$ cat src/hw/rtl/divided_difference_interpolator_macros.svh
// Assertion helpers
`ifndef DIVIDED_DIFFERENCE_INTERPOLATOR_MACROS_SVH
`define DIVIDED_DIFFERENCE_INTERPOLATOR_MACROS_SVH

`define DDI_ASSERT_IMPL(lbl, ante, cons, msg) \
    lbl: assert property (@(posedge clk) disable iff (!rst_n) (ante) |-> (cons)) \
        else $error(msg);

`define DDI_ASSERT_NEXT(lbl, ante, cons, msg) \
    lbl: assert property (@(posedge clk) disable iff (!rst_n) (ante) |=> (cons)) \
        else $error(msg);

`endif

$ cat src/hw/rtl/ddi_pkg.sv
`timescale 1ns / 1ps

package ddi_pkg;

    localparam int DDI_MAX_POINTS = 8;
    localparam int DDI_FRAC_BITS  = 16;

    localparam logic [1:0] REQ_APPEND = 2'd0;
    localparam logic [1:0] REQ_EVAL   = 2'd1;
    localparam logic [1:0] REQ_CLEAR  = 2'd2;

    typedef enum logic [2:0] {
        ST_OK    = 3'd0,
        ST_FULL  = 3'd1,
        ST_EMPTY = 3'd2,
        ST_DUP   = 3'd3,
        ST_SAT   = 3'd4
    } ddi_status_t;

    // 33-bit signed to 32-bit with saturation; bit 32 of the result is the sat flag
    function automatic logic [32:0] ddi_clamp33(input logic signed [32:0] v);
        logic [32:0] r;
        if (v[32] != v[31])
        begin
            r = {1'b1, v[32] ? 32'h8000_0000 : 32'h7FFF_FFFF};
        end
        else
        begin
            r = {1'b0, v[31:0]};
        end
        return r;
    endfunction

endpackage

$ cat src/hw/rtl/divided_difference_interpolator.sv
`timescale 1ns / 1ps
// channel | dir | tdata (low bit up)                   | tuser
// s_*     | in  | x_value[31:0], y_value[31:0]         | req_type[1:0]
// m_*     | out | interp_value[31:0], point_count[3:0] | status[2:0]
// Evaluate uses a radix-2 divider for the divided differences.
// Reset clears the point count and the handshakes; the stores need no clearing.
// One item at a time; the next is taken while a result waits in the output register.
`include "divided_difference_interpolator_macros.svh"

module divided_difference_interpolator
    import ddi_pkg::*;
#(
    parameter int MAX_POINTS = DDI_MAX_POINTS,
    parameter int FRAC_BITS  = DDI_FRAC_BITS
)
(
    input  logic        clk,
    input  logic        rst_n,
    input  logic        s_tvalid,
    output logic        s_tready,
    input  logic [63:0] s_tdata,   // x_value, y_value
    input  logic [1:0]  s_tuser,   // req_type
    output logic        m_tvalid,
    input  logic        m_tready,
    output logic [39:0] m_tdata,   // interp_value, point_count, zero pad
    output logic [2:0]  m_tuser    // status
);

    localparam int AW = $clog2(MAX_POINTS);
    localparam int CW = $clog2(MAX_POINTS + 1);
    localparam int QW = 33 + FRAC_BITS;
    localparam int KW = $clog2(QW + 1);

    typedef enum logic [3:0] {
        S_IDLE, S_CPRD, S_CPWR, S_RD, S_SUB, S_DIV, S_WB,
        S_TRD, S_TMUL, S_TACC, S_PMUL, S_PSC, S_FIN
    } state_t;

    state_t             state_reg;
    logic [CW-1:0]      count_reg;
    logic [AW-1:0]      i_reg;
    logic [AW-1:0]      j_reg;
    logic [31:0]        q_reg;
    logic [31:0]        acc_reg;
    logic [31:0]        prod_reg;
    logic [31:0]        fac_reg;
    logic               fac_sat_reg;
    logic               sat_reg;
    logic signed [63:0] mul_reg;
    logic [32:0]        rem_reg;
    logic [QW-1:0]      quo_reg;
    logic [32:0]        den_mag_reg;
    logic               neg_reg;
    logic [KW-1:0]      cnt_reg;
    logic [31:0]        res_val_reg;
    ddi_status_t        res_st_reg;
    logic               m_tvalid_reg;
    logic [31:0]        m_val_reg;
    logic [2:0]         m_st_reg;
    logic [3:0]         m_cnt_reg;

    // point store: {y, x}
    logic [63:0] pt_mem [MAX_POINTS];
    logic [31:0] dt_mem [MAX_POINTS];
    logic [31:0] xa_reg;
    logic [31:0] xb_reg;
    logic [31:0] ya_reg;
    logic [31:0] da_reg;
    logic [31:0] db_reg;

    logic               accept;
    logic               not_full;
    logic [AW-1:0]      ra0;
    logic [AW-1:0]      ra1_d;
    logic [AW-1:0]      ra1_x;
    logic               dt_we;
    logic [31:0]        dt_wd;
    logic signed [32:0] num_w;
    logic signed [32:0] den_w;
    logic [32:0]        num_mag;
    logic [32:0]        den_mag;
    logic [32:0]        fac_w;
    logic signed [31:0] mul_a;
    logic signed [31:0] mul_b;
    logic signed [63:0] rnd_w;
    logic signed [63:0] shf_w;
    logic               scl_sat;
    logic [31:0]        scl_val;
    logic [32:0]        acc_w;
    logic [33:0]        trial;
    logic               ge;
    logic [32:0]        rem_n;
    logic               div_sat;
    logic [31:0]        div_val;
    logic               more_terms;

    assign s_tready = (state_reg == S_IDLE);
    assign accept   = s_tvalid && s_tready;
    assign not_full = (count_reg < CW'(MAX_POINTS));

    assign ra0   = (state_reg == S_TRD) ? j_reg : i_reg;
    assign ra1_d = i_reg - AW'(1);
    assign ra1_x = i_reg - j_reg;
    assign dt_we = (state_reg == S_CPWR) || (state_reg == S_WB);
    assign dt_wd = (state_reg == S_CPWR) ? ya_reg : div_val;

    always_ff @(posedge clk)
    begin
        if (accept && s_tuser == REQ_APPEND && not_full)
        begin
            pt_mem[count_reg[AW-1:0]] <= s_tdata;
        end
        if (dt_we)
        begin
            dt_mem[i_reg] <= dt_wd;
        end
        xa_reg <= pt_mem[ra0][31:0];
        xb_reg <= pt_mem[ra1_x][31:0];
        ya_reg <= pt_mem[ra0][63:32];
        da_reg <= dt_mem[ra0];
        db_reg <= dt_mem[ra1_d];
    end

    assign num_w   = $signed({da_reg[31], da_reg}) - $signed({db_reg[31], db_reg});
    assign den_w   = $signed({xa_reg[31], xa_reg}) - $signed({xb_reg[31], xb_reg});
    assign num_mag = num_w[32] ? 33'(-num_w) : 33'(num_w);
    assign den_mag = den_w[32] ? 33'(-den_w) : 33'(den_w);
    assign fac_w   = ddi_clamp33($signed({q_reg[31], q_reg}) - $signed({xa_reg[31], xa_reg}));

    assign mul_a = (state_reg == S_TMUL) ? $signed(da_reg) : $signed(prod_reg);
    assign mul_b = (state_reg == S_TMUL) ? $signed(prod_reg) : $signed(fac_reg);

    // truncate toward zero, then saturate
    assign rnd_w   = mul_reg + (mul_reg[63] ? $signed(64'((64'd1 << FRAC_BITS) - 64'd1))
                                            : 64'sd0);
    assign shf_w   = rnd_w >>> FRAC_BITS;
    assign scl_sat = (shf_w[63:31] != {33{1'b0}}) && (shf_w[63:31] != {33{1'b1}});
    assign scl_val = scl_sat ? (shf_w[63] ? 32'h8000_0000 : 32'h7FFF_FFFF) : shf_w[31:0];
    assign acc_w   = ddi_clamp33($signed({acc_reg[31], acc_reg})
                               + $signed({scl_val[31], scl_val}));

    assign trial = {rem_reg, quo_reg[QW-1]};
    assign ge    = (trial >= {1'b0, den_mag_reg});
    assign rem_n = ge ? 33'(trial - {1'b0, den_mag_reg}) : trial[32:0];

    assign div_sat = neg_reg ? (quo_reg > (QW'(1) << 31)) : (quo_reg > QW'(32'h7FFF_FFFF));
    assign div_val = div_sat ? (neg_reg ? 32'h8000_0000 : 32'h7FFF_FFFF)
                             : (neg_reg ? 32'(-quo_reg[31:0]) : quo_reg[31:0]);

    assign more_terms = ((CW'(j_reg) + CW'(1)) < count_reg);

    always_ff @(posedge clk or negedge rst_n)
    begin
        if (!rst_n)
        begin
            state_reg    <= S_IDLE;
            count_reg    <= '0;
            m_tvalid_reg <= 1'b0;
        end
        else
        begin
            if (m_tvalid_reg && m_tready && state_reg != S_FIN)
            begin
                m_tvalid_reg <= 1'b0;
            end
            unique case (state_reg)
                S_IDLE:
                begin
                    if (accept)
                    begin
                        res_val_reg <= '0;
                        res_st_reg  <= ST_OK;
                        state_reg   <= S_FIN;
                        unique case (s_tuser)
                            REQ_APPEND:
                            begin
                                if (not_full)
                                begin
                                    count_reg <= count_reg + CW'(1);
                                end
                                else
                                begin
                                    res_st_reg <= ST_FULL;
                                end
                            end
                            REQ_EVAL:
                            begin
                                q_reg    <= s_tdata[31:0];
                                i_reg    <= '0;
                                j_reg    <= '0;
                                acc_reg  <= '0;
                                prod_reg <= 32'(64'd1 << FRAC_BITS);
                                sat_reg  <= 1'b0;
                                if (count_reg == '0)
                                begin
                                    res_st_reg <= ST_EMPTY;
                                end
                                else
                                begin
                                    state_reg <= S_CPRD;
                                end
                            end
                            REQ_CLEAR:
                            begin
                                count_reg <= '0;
                            end
                            default:
                            begin
                            end
                        endcase
                    end
                end
                S_CPRD:
                begin
                    state_reg <= S_CPWR;
                end
                S_CPWR:
                begin
                    if (CW'(i_reg) == count_reg - CW'(1))
                    begin
                        state_reg <= S_TRD;
                    end
                    else
                    begin
                        i_reg     <= i_reg + AW'(1);
                        state_reg <= S_CPRD;
                    end
                end
                S_RD:
                begin
                    state_reg <= S_SUB;
                end
                S_SUB:
                begin
                    if (den_w == '0)
                    begin
                        res_val_reg <= '0;
                        res_st_reg  <= ST_DUP;
                        state_reg   <= S_FIN;
                    end
                    else
                    begin
                        rem_reg     <= '0;
                        quo_reg     <= {num_mag, {FRAC_BITS{1'b0}}};
                        den_mag_reg <= den_mag;
                        neg_reg     <= num_w[32] ^ den_w[32];
                        cnt_reg     <= KW'(QW);
                        state_reg   <= S_DIV;
                    end
                end
                S_DIV:
                begin
                    rem_reg <= rem_n;
                    quo_reg <= {quo_reg[QW-2:0], ge};
                    cnt_reg <= cnt_reg - KW'(1);
                    if (cnt_reg == KW'(1))
                    begin
                        state_reg <= S_WB;
                    end
                end
                S_WB:
                begin
                    sat_reg <= sat_reg | div_sat;
                    if (i_reg == j_reg)
                    begin
                        state_reg <= S_TRD;
                    end
                    else
                    begin
                        i_reg     <= i_reg - AW'(1);
                        state_reg <= S_RD;
                    end
                end
                S_TRD:
                begin
                    state_reg <= S_TMUL;
                end
                S_TMUL:
                begin
                    mul_reg     <= mul_a * mul_b;
                    fac_reg     <= fac_w[31:0];
                    fac_sat_reg <= fac_w[32];
                    state_reg   <= S_TACC;
                end
                S_TACC:
                begin
                    acc_reg <= acc_w[31:0];
                    sat_reg <= sat_reg | scl_sat | acc_w[32];
                    if (more_terms)
                    begin
                        state_reg <= S_PMUL;
                    end
                    else
                    begin
                        res_val_reg <= acc_w[31:0];
                        res_st_reg  <= (sat_reg | scl_sat | acc_w[32]) ? ST_SAT : ST_OK;
                        state_reg   <= S_FIN;
                    end
                end
                S_PMUL:
                begin
                    mul_reg   <= mul_a * mul_b;
                    sat_reg   <= sat_reg | fac_sat_reg;
                    state_reg <= S_PSC;
                end
                S_PSC:
                begin
                    prod_reg  <= scl_val;
                    sat_reg   <= sat_reg | scl_sat;
                    j_reg     <= j_reg + AW'(1);
                    i_reg     <= AW'(count_reg - CW'(1));
                    state_reg <= S_RD;
                end
                S_FIN:
                begin
                    if (!m_tvalid_reg || m_tready)
                    begin
                        m_tvalid_reg <= 1'b1;
                        m_val_reg    <= res_val_reg;
                        m_st_reg     <= res_st_reg;
                        m_cnt_reg    <= 4'(count_reg);
                        state_reg    <= S_IDLE;
                    end
                end
                default:
                begin
                    state_reg <= S_IDLE;
                end
            endcase
        end
    end

    assign m_tvalid = m_tvalid_reg;
    assign m_tdata  = {4'd0, m_cnt_reg, m_val_reg};
    assign m_tuser  = m_st_reg;

    `DDI_ASSERT_IMPL(a_count_bound, 1'b1, count_reg <= CW'(MAX_POINTS), "point count overflow")
    `DDI_ASSERT_IMPL(a_div_nonzero, state_reg == S_DIV, den_mag_reg != '0, "divide by zero")
    `DDI_ASSERT_IMPL(a_rd_index, state_reg == S_RD, (i_reg >= j_reg) && (j_reg != '0), "bad index")
    `DDI_ASSERT_NEXT(a_dup_zero, state_reg == S_FIN && res_st_reg == ST_DUP && m_tvalid_reg == 1'b0,
        m_tvalid_reg && m_val_reg == '0, "duplicate abscissa with nonzero value")

endmodule

$ cat config.mk
export PLATFORM = sky130hd
export DESIGN_NAME = divided_difference_interpolator
export DESIGN_NICKNAME = d
export VERILOG_FILES = /design/src/hw/rtl/ddi_pkg.sv /design/src/hw/rtl/divided_difference_interpolator.sv
export VERILOG_INCLUDE_DIRS = /design/src /design/src/hw/rtl
export SDC_FILE = /design/constraint.sdc
export NUM_CORES = 2
export LEC_CHECK = 0
export BUFFER_PORTS_ARGS = -buffer_cell sky130_fd_sc_hd__buf_2
export CAP_MARGIN = 20
export CELL_PAD_IN_SITES_DETAIL_PLACEMENT = 0
export CELL_PAD_IN_SITES_GLOBAL_PLACEMENT = 1
export CORE_UTILIZATION = 58
export DETAILED_ROUTE_END_ITERATION = 10
export GPL_TIMING_DRIVEN = 0
export PLACE_DENSITY = 0.93
export SLEW_MARGIN = 10
export SYNTH_ARGS = -nofsm -noshare
export SYNTH_HDL_FRONTEND = slang
export SYNTH_SLANG_ARGS = --single-unit
$ cat constraint.sdc
create_clock -name clk -period 39.3 [get_ports clk]
set_clock_uncertainty 0.15 [all_clocks]
set_input_delay 1.965 -clock clk [delete_from_list [all_inputs] [get_ports clk]]
set_output_delay 1.965 -clock clk [all_outputs]
set_load 0.01 [all_outputs]
# Yosys cells after proc, flatten, opt, wreduce, memory -nomap -nowiden
# Memory sizes are Yosys's and may differ from the RTL's. A register that Yosys moved wholly into a read port is not among the register bits.
# Cells that the tools add are included.
# op_classes
add_sub_neg	17
n_mul	1
magnitude_cmp	5
eq_ne	31
mux	70
n_bitwise	6
reduce_logical	35
# op_table
cell	count
32-bit two-way mux	18
33-bit two-way mux	5
32-bit case mux with 2 select lines	2
32-bit by 32-bit subtractor with 33-bit output	3
49-bit case mux with 2 select lines	1
32-bit case mux with 3 select lines	1
33-bit negator	2
33-bit case mux with 2 select lines	1
64-bit by 17-bit adder with 64-bit output	1
32-bit by 32-bit multiplier with 64-bit output	1
4-bit case mux with 13 select lines	1
49-bit by 31-bit greater-than comparator with 1-bit output (second input constant)	1
49-bit by 32-bit greater-than comparator with 1-bit output (second input constant)	1
49-bit two-way mux	1
3-bit two-way mux	12
34-bit by 33-bit >= comparator with 1-bit output	1
32-bit by 32-bit adder with 33-bit output	1
33-bit logical NOT	1
33-bit != test (second input constant)	1
33-bit nonzero test	1
33-bit subtractor	1
32-bit negator	1
4-bit two-way mux	7
4-bit equality test (second input constant)	5
other kinds (50)	95
# totals
reg_bits	405
mem_bits_rw	768
n_memories	2
# mem_list
memory	words	width	rd	rd_clocked_by_memory_dff	wr	line	source
pt_mem	8	64	2	2	1	divided_difference_interpolator.sv:63	logic [63:0] pt_mem [MAX_POINTS];
dt_mem	8	32	2	2	1	divided_difference_interpolator.sv:64	logic [31:0] dt_mem [MAX_POINTS];

# Depth between registers and ports, before layout
# depth
word_depth	12
mapped_depth	34
depth_no_buf	31

# Worst setup path before layout
# Ideal clock, no wire load.
# synth_path
path_type	reg2reg
start	register xa_reg[0], read port of pt_mem
end	register cnt_reg[0], enable pin
setup_ps	1003
arrival_time_ps	16907
required_time_ps	38147
setup_slack_ps	21240
stages_incl_launch_ff	18
period_less_slack_ps	18060
path_cell_list	dfxtp_1 inv_1 ha_1 inv_1 fa_1 a211oi_1 o21bai_1 a211o_1 a31oi_2 a211oi_1 o211a_1 o21a_1 o21ai_1 a31o_2 inv_2 buf_2 ha_1 a2111oi_0
# synth_via
elab_chain_len	4
# synth_lines
element	line	source
start, declared	divided_difference_interpolator.sv:65	logic [31:0] xa_reg;
32-bit by 32-bit subtractor with 33-bit output	divided_difference_interpolator.sv:125	assign den_w = $signed({xa_reg[31], xa_reg}) - $signed({xb_reg[31], xb_reg});
33-bit logical NOT	divided_difference_interpolator.sv:235	if (den_w == '0)
2-bit != test (no line)	-	
3-bit AND reduction (no line)	-	
end signal, assigned	divided_difference_interpolator.sv:247	cnt_reg <= KW'(QW);
end signal, assigned	divided_difference_interpolator.sv:255	cnt_reg <= cnt_reg - KW'(1);
end, declared	divided_difference_interpolator.sv:54	logic [KW-1:0] cnt_reg;
# Every way passes these cells.
# A chain may end at the register's enable or synchronous reset.

# Worst setup path after layout
# layout_path
start	register state_reg[3]
end	register mul_reg[62], data pin
# layout_via
elab_chain_len	3
word_cells_on_any_way	4
# layout_lines
element	line	source
start, declared	divided_difference_interpolator.sv:39	state_t state_reg;
start signal, assigned	divided_difference_interpolator.sv:156	state_reg <= S_IDLE;
start signal, assigned	divided_difference_interpolator.sv:173	state_reg <= S_FIN;
start signal, assigned	divided_difference_interpolator.sv:200	state_reg <= S_CPRD;
4-bit equality test (*)	divided_difference_interpolator.sv:130, divided_difference_interpolator.sv:131, divided_difference_interpolator.sv:166	
32-bit two-way mux, on equally long branches	divided_difference_interpolator.sv:130, divided_difference_interpolator.sv:131	
32-bit by 32-bit multiplier with 64-bit output (*)	divided_difference_interpolator.sv:280, divided_difference_interpolator.sv:302	
end signal, assigned	divided_difference_interpolator.sv:280	mul_reg <= mul_a * mul_b;
end signal, assigned	divided_difference_interpolator.sv:302	mul_reg <= mul_a * mul_b;
end, declared	divided_difference_interpolator.sv:49	logic signed [63:0] mul_reg;
# Mark *: on every way between the ends. The rest lies on a longest branch, timed or not.

==> metrics.yaml <==
fin_crit_ns: 13.66
cts_htree_levels: 4
dr.pass1.iters: 7
dr.max_layer_used: "met5"
place_congestion: 1.10
dieArea_um2: 173000
ys_ff_latch: 1333
path_class: "reg -> reg"
insertion_delay_ns: 0.82
status: "finished clean"
cp_slowest_stage_delay_ns: 1.03
synth_area_per_cell_um2: 11.9
synth_top_family_by_area: "adder cells"
port_buffers: 109
yosysUniqueCellTypes: 106
drt_wl_total_mm: 360
wl_met2_mm: 163
cts_setup_buffers: 0
drc: 0
cp-start-kind: "flip-flop"
synth_top_area_share_pct: 35.2
synthMuxAreaShare_pct: 10.5
grt-ovfl-total: 0
cts_made_buffers: 137
ctsResizeCount: 0
area_growth_syn_to_layout_pct: 10.4
final_layout_size_suffix_gt1_share_pct: 13.1
clockRootBuffer: "clkbuf_16"
ys_warn_count: 0
final_common_cell: "inv_1"
yosysTopAreaCell: "edfxtp_1"
finalCritPeriodShare_pct: 34.8
cts_tree: "built"
ys.flop_type: "edfxtp_1"
path_common_cell: "fa_1"
rsz0062_at_grt: "no"
antenna_found_initial: 32
core_um2: 170000
whs_path_depth: 0
cp.required_ns: 39.66
clk_pin_slew_worst_paths_ns: 0.07
met1_length_mm: 126
cp_max_fo: 10
holdBufCountCts: 0
rr_worst_depth: 31
syn_inst: 8328
netlist_area_um2: 99300
die_x_um: 416
start_util_pct: 58.6
worstPathArrival_ns: 14.02
slowest_stage: "clkbuf_1"
synth_edf_count: 1164
ys_async_sr_fraction_pct: 0.675
largest_reg_flops: 512
synth_compound_area_share_pct: 6.39
cap_violations: 0
fill_cells: 12494
mostFrequentLayoutCells: "inv_1 (1192), edfxtp_1 (1164), fa_1 (1087)"
grt_max_degree: 33
wl_met3_mm: 43.1
dp_hpwl_mm: 274
netlist_top_cells_area: "edfxtp_1 (35%), fa_1 (22%), mux4_2 (7.3%), ha_1 (4.8%), inv_1 (4.5%)"
grt_pass1_vias: 73031
routedWlPerCell_um: 32.5
vias: 71610
synth_simple_gate_area_share_pct: 8.92
slew_violations: 0
drtIter0Drc: 9275
setup_viol: 0
r2r_slack_ns: 25.64
worstMarginPinSlew_ns: 1.32
cts.sinks: 1333
grt_pass1_wl_mm: 514
vias_per_cell: 6.46
num_rows: 151
ios: 115
synth_xor_area_share_pct: 2.87
endpoint_kind: "flip-flop"
finalNetCount: 10278
fp.dieH_um: 416
antenna_left: 0
ys_seq_area_share_pct: 38.6
clockBufferDepth: 3
maxSlewHeadroom_pct: 11.9
setup-tns-final_ns: 0
max_freq_ghz: 0.0732
grt_usage_pct: 42.1
hold_path.class: "reg -> reg"
hold_violations: 0
synth_adder_area_share_pct: 26.8
[metrics by stage]
step | hold slack [ns] | worst slack [ns] | instances | util (%) | area, um2
5_1_grt | 0.276 | 25.37 | 11071 | 64.6 | 110000
3_3_place_gp | 0.255 | 12.36 | 10658 | 60.5 | 103000
6_report | 0.268 | 25.64 | 11083 | 64.7 | 110000
4_1_cts | 0.270 | 26.08 | 11046 | 64.5 | 109000
2_1_floorplan | 0.250 | 21.24 | 8331 | - | 99400
3_5_place_dp | 0.255 | 26.14 | 10795 | 61.7 | 105000
[worst max-delay path: cells and delay by family (launching register included)]
family          cells  cell delay (ns)
compound gates      6             2.25
mux                 1             0.96
fa+ha+maj           9             4.62
flops               1             0.34
xor+xnor            1             0.09
buf+inv             7             3.15
simple gates        7             1.76
[cell type report]
cell class	count	area [um2]	share of cell area, %
Tap cell	2218	2780	2.53
Clock buffer	174	3740	3.41
Clock inverter	77	912	0.831
Timing Repair Buffer	271	2520	2.30
Inverter	1195	4490	4.09
Sequential cell	1333	38400	35.0
Multi-Input combinational cell	5444	55500	50.6
Antenna cell	12	30.0	0.0274
Buffer	359	1390	1.27
[logic make-up after synthesis]
logic type	Yosys count
DFF	1333
buffers and inverters	1554
muxes	615
AOI/OAI and AO/OA	975
and+or+nand+nor	2052
xor gates and xnor gates	325
adders and majority gates	1473
other	1
[synthesized netlist by cell type, types with 9 or more instances]
cell type  instances
o41ai_1            9
a211oi_1          29
o211ai_1          12
o22ai_1            9
o21ai_1           30
o31ai_1           35
a211o_1           12
edfxtp_1        1164
buf_2             14
a21boi_0          27
clkbuf_1         284
a31oi_1           83
fa_1            1088
xnor2_1          214
or2_2             11
and2_1            38
nor3_1            58
mux4_2           320
a21oi_1          283
ha_1             379
o21a_1            40
nor2_1           844
nand3_1           74
mux2_2           225
nor2b_1           39
mux2i_1           70
o21bai_1          24
dfxtp_1          160
buf_1             56
o21ai_0          150
inv_1           1192
nand2_1          744
nand4_1           44
and3_1            52
a21o_1           112
or3_1             27
xor2_1           111
or4_1             15
o31a_1            11
nor4_1            21
nand2b_1          40
dfrtp_1            9
[final timing paths]
path / start / endpoint
max: state_reg[3] / mul_reg[62]
min: res_val_reg[5] / m_val_reg[5]
max reg2reg: state_reg[3] / mul_reg[62]
min reg2reg: res_val_reg[5] / m_val_reg[5]
max in group asynchronous: rst_n / m_tvalid
min in group asynchronous: rst_n / count_reg[3]
[metal layers]
layer  track usage (%)  vias to the layer above
met5                 0                        -
met4              25.9                       44
met3              12.8                     1251
met2              65.1                     5211
met1              52.2                    35955
li1                  -                    29149
Power is left out: the tool's default activity adds up to more than one toggle a clock period on the data nets, which glitch-free logic cannot reach.
